[src/rtl/lzsd_pkg.sv]
package lzsd_pkg;

  localparam int SIZE_BITS      = 24;
  localparam int WINDOW_DEPTH   = 2048;
  localparam int WIN_BITS       = $clog2(WINDOW_DEPTH);
  localparam int LEN_BITS       = 5;
  localparam int BYTE_BITS      = 8;
  localparam int QUEUE_DEPTH    = 4;
  localparam int QUEUE_PTR_BITS = $clog2(QUEUE_DEPTH);

  // copy length is COPY_LEN_BASE minus header bits 6..3
  localparam logic [LEN_BITS-1:0]  COPY_LEN_BASE = LEN_BITS'(16);
  localparam logic [BYTE_BITS-1:0] LIT_RUN_MAX   = BYTE_BITS'(128);

  // configuration port
  localparam int APB_ADDR_BITS = 3;
  localparam int APB_DATA_BITS = 32;
  localparam logic REG_OUTPUT_SIZE = 1'b0;

  typedef enum logic [1:0] {
    ST_OK           = 2'd0,
    ST_LIT_OVERRUN  = 2'd1,
    ST_BAD_OFFSET   = 2'd2,
    ST_COPY_OVERRUN = 2'd3
  } status_t;

  typedef enum logic [1:0] {
    CMD_LIT   = 2'd0,
    CMD_COPY  = 2'd1,
    CMD_FAULT = 2'd2
  } cmd_kind_t;

  // data holds the literal byte or the back-offset
  typedef struct packed {
    cmd_kind_t             kind;
    logic [WIN_BITS-1:0]   data;
    logic [LEN_BITS-1:0]   len;
    logic                  done;
    status_t               code;
  } cmd_t;

endpackage

[src/rtl/lzsd_fifo.sv]
module lzsd_fifo (
  input  logic           clk,
  input  logic           rst,
  input  logic           push,
  input  lzsd_pkg::cmd_t wr_cmd,
  input  logic           pop,
  output lzsd_pkg::cmd_t rd_cmd,
  output logic           empty,
  output logic           full
);
  import lzsd_pkg::*;

  cmd_t                      entries [QUEUE_DEPTH];
  logic [QUEUE_PTR_BITS-1:0] wr_ptr, rd_ptr;
  logic [QUEUE_PTR_BITS:0]   count;
  logic                      do_push, do_pop;

  assign empty   = (count == '0);
  assign full    = (count == (QUEUE_PTR_BITS+1)'(QUEUE_DEPTH));
  assign do_push = push && !full;
  assign do_pop  = pop && !empty;
  assign rd_cmd  = entries[rd_ptr];

  always_ff @(posedge clk) begin
    if (do_push) begin
      entries[wr_ptr] <= wr_cmd;
    end
  end

  always_ff @(posedge clk) begin
    if (rst) begin
      wr_ptr <= '0;
      rd_ptr <= '0;
      count  <= '0;
    end else begin
      if (do_push) begin
        wr_ptr <= wr_ptr + QUEUE_PTR_BITS'(1);
      end
      if (do_pop) begin
        rd_ptr <= rd_ptr + QUEUE_PTR_BITS'(1);
      end
      case ({do_push, do_pop})
        2'b10:   count <= count + (QUEUE_PTR_BITS+1)'(1);
        2'b01:   count <= count - (QUEUE_PTR_BITS+1)'(1);
        default: count <= count;
      endcase
    end
  end

endmodule

[config.mk]
export PLATFORM = sky130hd
export DESIGN_NAME = lzsd_fifo
export DESIGN_NICKNAME = d
export VERILOG_FILES = /design/src/rtl/lzsd_pkg.sv /design/src/rtl/lzsd_fifo.sv
export SDC_FILE = /design/constraint.sdc
export NUM_CORES = 1
export LEC_CHECK = 0
export ABC_CLOCK_PERIOD_IN_PS = 4290
export BUFFER_PORTS_ARGS = -buffer_cell sky130_fd_sc_hd__buf_2
export CAP_MARGIN = 15
export CORE_MARGIN = 2
export CORE_UTILIZATION = 47
export DETAILED_ROUTE_END_ITERATION = 8
export GPL_ROUTABILITY_DRIVEN = 0
export GPL_TIMING_DRIVEN = 1
export PLACE_DENSITY = 0.75
export SLEW_MARGIN = 30
export SYNTH_ARGS = -nofsm -noshare
export SYNTH_HDL_FRONTEND = slang
export SYNTH_SLANG_ARGS = --single-unit
[constraint.sdc]
create_clock -name clk -period 4.29 [get_ports clk]
set_clock_uncertainty 0.1 [all_clocks]
set_input_delay 0 -clock clk [delete_from_list [all_inputs] [get_ports clk]]
set_output_delay 0 -clock clk [all_outputs]
set_load 0.02 [all_outputs]
==> summary.md, run 1 <==
| Metric | Value |
|---|---|
| Fillers | `540` |
| Total GRT Usage | `0.147` |
| Min Tclk post-route | `roughly 2300 ps` |
| Pre-CTS setup slack | `2030 ps` |
| Max VDD drop | `~0.27 mV` |
| CTS tree | `built` |
| Slew @ Worst Pin | `approximately 750 ps` |
| Diode count | `0` |
| Post-synthesis adder-cell area fraction | `0.0235` |
| Outcome | `finished, final reports clean` |
| Post-synthesis sequential area ratio | `0.770` |
| I/O pin count | `48` |
| Critical path arrival | `about 2400 ps` |
| Detailed-route DRC error count | `0` |
| Layout area overhead | `22.3%` |
| Count of pins over their slew limit | `0` |
| CP Max Fanout | `6` |
| Yosys warning total | `0` |
| Main combinational cell family by area after synthesis | `multiplexers` |
| WL per Instance | `15.8 um` |
| Startpoint Class | `flop` |
| Flops & latches, synth | `between 90 and 100` |
| # clock sinks | `93` |
| Worst endpoint required time | `4480 ps` |
| CTS buffer count | `9` |
| Max clock buf depth | `2` |
| Pre-Repair DR Iteration Count | `4` |
| Iter 0 DRT Violations | `127` |
| Core area | `around 7300 sq um` |
| Initial Utilization | `0.484` |
| Vias in the first global route | `1771` |
| Post-CTS resize count | `0` |
| Compound-gate portion of the synthesized area | `0.0121` |
| CTS clk-pin slew, worst paths | `100 ps` |
| Post-Synth Simple-Gate Area | `0.0300` |
| Reg2Reg Setup Slack | `2040 ps` |
| Mean area per synthesized cell | `21.5 sq um` |
| Syn Inst Count | `163` |
| Setup_tns | `0 ps` |
| Capture point of the worst path | `count[2]$_SDFFE_PP0P_` |
| Pwr dens | `537 nW/um^2` |
| Xor/xnor share of the synthesized area | `0.00749` |
| Initial antenna violation count | `0` |
| Slew headroom | `0.497` |
| PnR worst setup slack | `2040 ps` |
| Critical path origin | `count[2]$_SDFFE_PP0P_` |
| Final Setup Violations | `0` |
| Critical Setup Path Class | `reg -> reg` |
| Multiplexer share of the synthesized area | `0.138` |
| Syn_nets | `around 190` |
| Die Span X | `90.4 um` |
| Largest net degree at the start of global routing | `22` |
| Leak | `between 1 and 1.5 nW` |
| Routed WL | `5470 um` |
| Die Ht | `90.4 um` |
| DR vias | `between 1500 and 2000` |
| Worst-skew pair later-pin latency | `~350 ps` |
| RSZ-0062 raised after global routing | `no` |
| Ratio of cells with drive above 1 in the final layout | `0.372` |
| Critical path capture point type | `flop` |
| Post-synthesis cell type count | `21` |
| Final Cycle Share | `0.525` |
| RR Startpoint | `count[2]$_SDFFE_PP0P_` |
| First-pass GRT wire length | `8980 um` |
| Final Cell Area | `4290 sq um` |
| Grt ovf | `0` |
| Port bufs | `47` |
| Worst reg2reg path endpoint | `count[2]$_SDFFE_PP0P_` |
| FP Rows | `31` |
| Placed Instances | `approximately 310` |
| Finished Layout Cells | `346` |
| Hold WC Path Type | `in -> reg` |
| Fin Hold WS | `about 300 ps` |
| Area post-placement | `3850 sq um` |
| # Max-Cap Violations | `0` |
| Mapped Area | `3510 sq um` |
| Fmax | `444 MHz` |
| Die area | `8170 sq um` |
| Root Buffer | `clkbuf_8` |
| Dpl hpwl | `approximately 3400 um` |
| Antenna Nets Post-Route | `0` |
| Net count, final | `roughly 270` |
| FF-to-FF path depth | `9` |
| Hold Violations, Final | `0` |
| Drt via density | `4.88` |
| H-tree Lvls | `3` |
-- state kept, by name, indices dropped and copies added (netlist names), named ones only --
signal and cells:
count 3, wr_ptr 2, rd_ptr 2, entries 84
-- Yosys cell counts --
cell,n,share of area
a21oi_1,4,0.0057
and2_1,4,0.0071
buf_1,1,0.0011
buf_2,2,0.0029
buf_6,2,0.0064
dfxtp_1,9,0.051
edfxtp_1,84,0.72
fa_1,1,0.0057
ha_1,5,0.018
inv_1,8,0.0086
mux2i_1,1,0.0029
mux4_2,21,0.13
nand2_1,1,0.0011
nand2b_1,2,0.0036
nor2_1,6,0.0064
nor3_2,1,0.0029
nor3b_2,1,0.0036
o21ai_0,3,0.0043
o31ai_1,1,0.0021
or3_1,3,0.0054
xor2_1,3,0.0075
-- cell type report --
type	count	area [sq um]	share of cell area
Tap cell	99	124	0.0289
Multi-Input combinational cell	57	743	0.173
Inverter	8	30.0	0.00700
Timing Repair Buffer	73	500	0.117
Clock inverter	7	65.1	0.0152
Sequential cell	93	2710	0.630
Clock buffer	9	124	0.0289
-- repair_timing --
item,in CTS,in global routing
buffers inserted,0,0
hold endpoints to repair,93,0
hold buffers,25,0
-- how the worst min path moves through the flow --
stage	slack, ps	cells after the start	endpoint	startpoint
3_3_place_gp	110	1	entries[3][5]$_DFFE_PP_	wr_cmd[5]
2_1_floorplan	-1	0	entries[0][0]$_DFFE_PP_	wr_cmd[0]
3_5_place_dp	120	1	entries[1][14]$_DFFE_PP_	wr_cmd[14]
4_1_cts	280	2	entries[2][13]$_DFFE_PP_	wr_cmd[13]
6_report	290	2	entries[3][0]$_DFFE_PP_	wr_cmd[0]
5_1_grt	290	2	entries[2][16]$_DFFE_PP_	wr_cmd[16]
-- power by group --
| part | total, mW | leakage, nW | internal, mW | switching [mW] |
|---|---|---|---|---|
| logic | 0.574 | 0.549 | 0.281 | 0.293 |
| clock network | 0.546 | 0.0995 | 0.226 | 0.321 |
| registers | 1.18 | 0.845 | 1.09 | 0.0984 |
| total | 2.30 | 1.49 | 1.59 | 0.712 |
-- logic make-up (layout without fill, tap and decap cells) --
family / count (synthesis) / count (layout)
flops: 93 / 93
simple gates: 18 / 18
xor+xnor: 3 / 3
fa+ha+maj: 6 / 6
buf+inv: 13 / 97
mux: 22 / 22
compound gates: 8 / 8
-- placed cells by master, fill, tap and decap left out --
master,n
dfxtp_1,7
nand2_1,1
nand2b_1,2
fa_1,1
nor3_2,1
clkinv_4,2
buf_2,47
o31ai_1,1
clkinv_2,1
xor2_1,3
buf_8,1
mux2i_1,1
o21ai_0,3
or3_1,3
a21oi_1,4
dlygate4sd3_1,25
ha_1,5
inv_1,8
mux4_2,21
and2_2,3
nor3b_2,1
nor2_1,6
edfxtp_1,84
clkbuf_8,9
inv_8,3
and2_1,1
dfxtp_2,2
inv_6,1
-- layer usage --
layer	vias to the layer above	wire length (um)	GRT usage
li1	805	-	-
met1	838	2400	0.189
met2	34	2780	0.236
met3	13	152	0.0326
met4	0	139	0.0744
met5	-	0	0
-- worst max-delay path, cell delays in order (launching register included) --
cell     delay (ps)
dfxtp_1         410
nor3b_2         260
nor2_1          140
inv_1            80
ha_1            170
inv_1            60
fa_1            370
xor2_1          160
or3_1           310
a21oi_1         160
-- metrics by stage --
stage | power [mW] | utilization
after floorplan | 1.61 | -
after global placement | 1.75 | 0.528
after detailed placement | 1.77 | 0.531
after CTS | 2.33 | 0.591
after global routing | 2.42 | 0.592
final | 2.30 | 0.592
Power figures use the tool's default switching activity.
==> inputs of run 2 (changes only) <==
ABC_CLOCK_PERIOD_IN_PS = 1900   (was 4290)
PLACE_DENSITY = 0.78   (was 0.75)
clock period = 1.9 ns   (was 4.29 ns; I/O delays follow)
==> summary.md, run 2 (synthesized netlist as in run 1, its figures left out) <==
| Metric | Value |
|---|---|
| Antenna Nets Post-Route | `0` |
| Largest net degree at the start of global routing | `17` |
| Pre-Repair DR Iteration Count | `4` |
| Critical path cell sequence | `nor3b_4 > nor2_2 > inv_2 > ha_4 > inv_2 > fa_2 > xor2_1 > or3_1 > a21oi_1` |
| Most frequent cells in the layout | `84 x edfxtp_1, 47 x buf_2, 24 x dlygate4sd3_1, 21 x mux4_2, 18 x buf_4` |
| CP max stage cell | `dfxtp_4` |
| Reg2Reg Setup Slack | `-30 ps` |
| Outcome | `finished, violations left` |
| Hold EP | `entries[3][2]$_DFFE_PP_` |
| CP Max Fanout | `3` |
| Startpoint Class | `flop` |
| Routed WL | `around 5700 um` |
| Layout area overhead | `27.4%` |
| WL per Instance | `15.8 um` |
| Dpl hpwl | `3680 um` |
| Diode count | `0` |
| I/O pin count | `48` |
| Critical path arrival | `2110 ps` |
| Commonest non-fill, non-tap cell in the layout | `edfxtp_1` |
| Finished Layout Cells | `363` |
| Most frequent CP cell | `inv_2` |
| Core area | `between 7000 and 8000 sq um` |
| Pre-CTS setup slack | `-98.7 ps` |
| Hold Violations, Final | `0` |
| RSZ-0062 raised after global routing | `yes` |
| RR Startpoint | `count[0]$_SDFFE_PP0P_` |
| Ratio of cells with drive above 1 in the final layout | `0.439` |
| Worst endpoint required time | `2080 ps` |
| Detailed-route DRC error count | `0` |
| Die Span X | `90.4 um` |
| Net count, final | `290` |
| Hold WC Path Type | `in -> reg` |
| Port bufs | `47` |
| Hold Path Stages | `2` |
| DR vias | `1786` |
| Largest Register | `entries` |
| CP peak stage delay | `360 ps` |
| CTS clk-pin slew, worst paths | `~90 ps` |
| Drt via density | `4.92` |
| Max FFs per register | `84` |
| PnR worst setup slack | `-30.5 ps` |
| Worst reg2reg path endpoint | `count[2]$_SDFFE_PP0P_` |
| Leak | `between 1.5 and 2 nW` |
| FF-to-FF path depth | `9` |
| Min Tclk post-route | `a little under 2000 ps` |
| Max VDD drop | `between 0.6 and 0.7 mV` |
| Root Buffer | `clkbuf_8` |
| Die Ht | `90.4 um` |
| Slew @ Worst Pin | `between 200 and 250 ps` |
| Fmax | `518 MHz` |
| First-pass GRT wire length | `just over 9000 um` |
| Biggest regs | `entries (84), count (3)` |
| # Max-Cap Violations | `0` |
| Die area | `8170 sq um` |
| Failing checks | `setup timing` |
| Final Setup Violations | `1` |
| Vias in the first global route | `~1800` |
| Initial Utilization | `0.484` |
| Pwr dens | `1220 nW/um^2` |
| CTS buffer count | `9` |
| Critical path capture point type | `flop` |
| Count of pins over their slew limit | `0` |
| Hold path startpoint | `wr_cmd[2]` |
| CTS tree | `built` |
| Total GRT Usage | `0.152` |
| Critical Setup Path Class | `reg -> reg` |
| Max clock buf depth | `2` |
| Slew headroom | `0.840` |
| Initial antenna violation count | `0` |
| Worst-skew pair later-pin latency | `350 ps` |
| FP Rows | `31` |
| Final Cycle Share | `1.02` |
| H-tree Lvls | `3` |
| Placed Instances | `323` |
| Iter 0 DRT Violations | `around 130` |
| Grt ovf | `0` |
| # clock sinks | `93` |
| Design Power | `around 5.5 mW` |
[run 2: changes by cell type in the layout (fill, tap and decap cells not counted), sizes merged]
cell         delta
clkinv          -1
inv             -2
clkinvlp        +2
bufinv          +1
dlygate4sd3     -1
buf            +18
[run 2: worst max-delay path by stage]
stage	depth (start not counted)	slack [ps]	endpoint	from
final	9	-30	count[2]$_SDFFE_PP0P_	count[0]$_SDFFE_PP0P_
after CTS	9	-50	count[2]$_SDFFE_PP0P_	count[0]$_SDFFE_PP0P_
after floorplan	9	-230	count[2]$_SDFFE_PP0P_	count[0]$_SDFFE_PP0P_
after detailed placement	9	-100	count[2]$_SDFFE_PP0P_	count[0]$_SDFFE_PP0P_
after global routing	9	-130	count[2]$_SDFFE_PP0P_	count[0]$_SDFFE_PP0P_
after global placement	9	-20	count[2]$_SDFFE_PP0P_	count[0]$_SDFFE_PP0P_
[run 2: per-stage QoR]
| step | TNS [ps] | util | instance area (sq um) | hold slack (ps) |
|---|---|---|---|---|
| after floorplan | -331 | - | 3530 | -1.13 |
| after global placement | -24.5 | 0.553 | 4010 | 113 |
| after detailed placement | -113 | 0.553 | 4010 | 118 |
| after CTS | -49.3 | 0.615 | 4460 | 275 |
| after global routing | -127 | 0.616 | 4470 | 292 |
| final | -30.5 | 0.616 | 4470 | 292 |
[run 2: power breakdown]
group	total, mW	internal, mW	switching (mW)	leakage, nW
Sequential	2.57	2.46	0.105	0.847
Clock	1.28	0.612	0.673	0.0960
Combinational	1.61	0.779	0.827	0.634
[run 2: repair_timing]
| item | 4_1_cts | 5_1_grt |
|---|---|---|
| setup endpoints to repair | 3 | 2 |
| endpoints found under the hold margin | 93 | 0 |
| cloned | 0 | 0 |
| hold buffers | 24 | 0 |
| resized for setup | 4 | 2 |
| setup buffers | 0 | 0 |
| pin swaps | 0 | 1 |
[run 2: final cells by class]
class / instances / area (sq um)
Fill cell: 530 / 2780
Sequential cell: 93 / 2710
Clock buffer: 9 / 124
Timing Repair Buffer: 90 / 631
Tap cell: 99 / 124
Inverter: 8 / 30.0
Multi-Input combinational cell: 57 / 777
Clock inverter: 7 / 72.6
[run 2: layer usage]
layer	track usage	vias up	part of all wire
met5	0	-	0
met4	0.0821	0	0.027
met3	0.0301	16	0.038
met2	0.244	45	0.49
met1	0.197	884	0.44
li1	-	841	-
[run 2: worst max-delay path: cells and delay by family (launching register included)]
| kind | cells | cell delay [ps] |
|---|---|---|
| flops | 1 | 360 |
| xor+xnor | 1 | 150 |
| simple gates | 3 | 580 |
| compound gates | 1 | 130 |
| buf+inv | 2 | 90 |
| fa+ha+maj | 2 | 450 |
==> inputs of run 3 (changes only) <==
SETUP_SLACK_MARGIN = 0.15   (was default)
SLEW_MARGIN = 20   (was 30)
==> summary.md, run 3 (synthesized netlist as in run 1, its figures left out) <==
| Metric | Value |
|---|---|
| Outcome | `finished, violations left` |
| Failing checks | `setup timing` |
| Most frequent CP cell | `inv_2` |
| FP Rows | `31` |
| CTS tree | `built` |
| Finished Layout Cells | `368` |
| CP max stage cell | `dfxtp_4` |
| Fin Hold WS | `between 200 and 300 ps` |
| CP Max Fanout | `3` |
| # clock sinks | `93` |
| Fillers | `510` |
| Min Tclk post-route | `1930 ps` |
| First-pass GRT wire length | `9540 um` |
| Grt ovf | `0` |
| Biggest regs | `entries (84), count (3)` |
| Count of pins over their slew limit | `0` |
| Diode count | `0` |
| Placed Instances | `323` |
| # Max-Cap Violations | `0` |
| Vias in the first global route | `1882` |
| I/O pin count | `48` |
| Area post-placement | `around 4000 sq um` |
| Antenna Nets Post-Route | `0` |
| Die Ht | `90.4 um` |
| Critical Setup Path Class | `reg -> reg` |
| Reg2Reg Setup Slack | `-30 ps` |
| Slew headroom | `0.860` |
| Startpoint Class | `flop` |
| Cell family with most CP delay | `simple AND/OR/NAND/NOR gates` |
| Switching Share | `0.288` |
| Max VDD drop | `0.705 mV` |
| Multi-input logic area | `777 sq um` |
| Fmax | `517 MHz` |
| Drt via density | `4.94` |
| Critical path arrival | `roughly 2100 ps` |
| Die Span X | `90.4 um` |
| Combinational power share | `0.354` |
| WL per Instance | `roughly 16 um` |
| Dpl hpwl | `3680 um` |
| CTS clk-pin slew, worst paths | `90 ps` |
| Hold WC Path Type | `in -> reg` |
| Layout area overhead | `33.3%` |
| Max clock buf depth | `2` |
| Hold Violations, Final | `0` |
| Pwr dens | `1270 nW/um^2` |
| RSZ-0062 raised after global routing | `yes` |
| Max FFs per register | `84` |
| Ratio of cells with drive above 1 in the final layout | `0.450` |
| Root Buffer | `clkbuf_8` |
| CP peak stage delay | `approximately 360 ps` |
| Core area | `roughly 7300 sq um` |
| H-tree Lvls | `3` |
| Die area | `8170 sq um` |
| Commonest non-fill, non-tap cell in the layout | `edfxtp_1` |
| Clock power frac | `0.217` |
| Most frequent cells in the layout | `84 x edfxtp_1, 29 x buf_2, 24 x dlygate4sd3_1, 21 x mux4_2, 19 x buf_6` |
| DR vias | `1818` |
| Crit path buf inv count | `2` |
| Switch Pwr | `1.72 mW` |
| Internal Pwr Total | `4.23 mW` |
| Largest Register | `entries` |
| Pre-Repair DR Iteration Count | `4` |
| Initial Utilization | `0.484` |
| Net count, final | `295` |
| Initial antenna violation count | `0` |
| Final Setup Violations | `1` |
| Largest net degree at the start of global routing | `17` |
| Total GRT Usage | `0.157` |
| Storage element area | `between 2000 and 3000 sq um` |
| Critical path cell sequence | `nor3b_4 > nor2_2 > inv_2 > ha_4 > inv_2 > fa_2 > xor2_1 > or3_1 > a21oi_1` |
| Port bufs | `47` |
| Final Cycle Share | `1.02` |
| Worst endpoint required time | `between 2000 and 2500 ps` |
| Slew @ Worst Pin | `between 200 and 250 ps` |
| CTS buffer count | `9` |
| Leak | `1.66 nW` |
| Worst-skew pair later-pin latency | `350 ps` |
| PnR worst setup slack | `-34.1 ps` |
| Final Cell Area | `4680 sq um` |
| Setup_tns | `-34.1 ps` |
| Routed WL | `6030 um` |
| Iter 0 DRT Violations | `120` |
| Reg power frac | `0.430` |
| Detailed-route DRC error count | `0` |
| Critical path capture point type | `flop` |
run 3: changes by cell type in the layout (fill, tap and decap cells not counted):
cell,delta
buf_6,+19
buf_2,-18
buf_12,+2
buf_16,+1
buf_8,+1
run 3: what timing repair did:
action                     4_1_cts  5_1_grt
hold endpoints to repair        93        0
pin swaps                        3        0
resized for setup               28       18
cloned                           1        0
setup endpoints to repair       18       13
setup buffers                    3        1
hold buffers                    24        0
run 3: power groups by stage:
stage          logic (mW)  clock network, mW  registers, mW
4_1_cts              1.95               1.31           2.56
2_1_floorplan        1.08                  0           2.58
3_5_place_dp         1.56                  0           2.62
6_report             2.10               1.29           2.56
3_3_place_gp         1.54                  0           2.60
5_1_grt              2.25               1.40           2.57
run 3: final timing paths:
kind	depth (start not counted)	to	from
max reg2reg	9	count[2]$_SDFFE_PP0P_	count[0]$_SDFFE_PP0P_
max	9	count[2]$_SDFFE_PP0P_	count[0]$_SDFFE_PP0P_
min	2	entries[0][20]$_DFFE_PP_	wr_cmd[20]
min reg2reg	2	rd_ptr[1]$_SDFFE_PP0P_	rd_ptr[1]$_SDFFE_PP0P_
run 3: layer usage:
metal  part of all wire  global-route usage
met4              0.015              0.0667
met3              0.026              0.0376
met1               0.45               0.206
met5                  0                   0
met2               0.51               0.254
run 3: final cells by class:
cell class	instances	share of cell area
tap	99	0.0265
inverter	8	0.00642
timing repair buffer	95	0.179
clock inverter	7	0.0155
multi-input combinational	57	0.166
clock buffer	9	0.0265
sequential	93	0.580
run 3: worst register-to-register path, cell delays in order (launching register included):
cell and delay, ps:
dfxtp_4 360, nor3b_4 210, nor2_2 70, inv_2 60, ha_4 130, inv_2 40
fa_2 320, xor2_1 150, or3_1 300, a21oi_1 130
run 3: metrics by stage:
step                       util  power, mW  setup slack (ps)
final                     0.645       5.95             -34.1
after global routing      0.645       6.22              -127
after CTS                 0.634       5.83             -49.3
after detailed placement  0.553       4.17             -98.7
after global placement    0.553       4.14             -24.5
after floorplan               -       3.66              -234
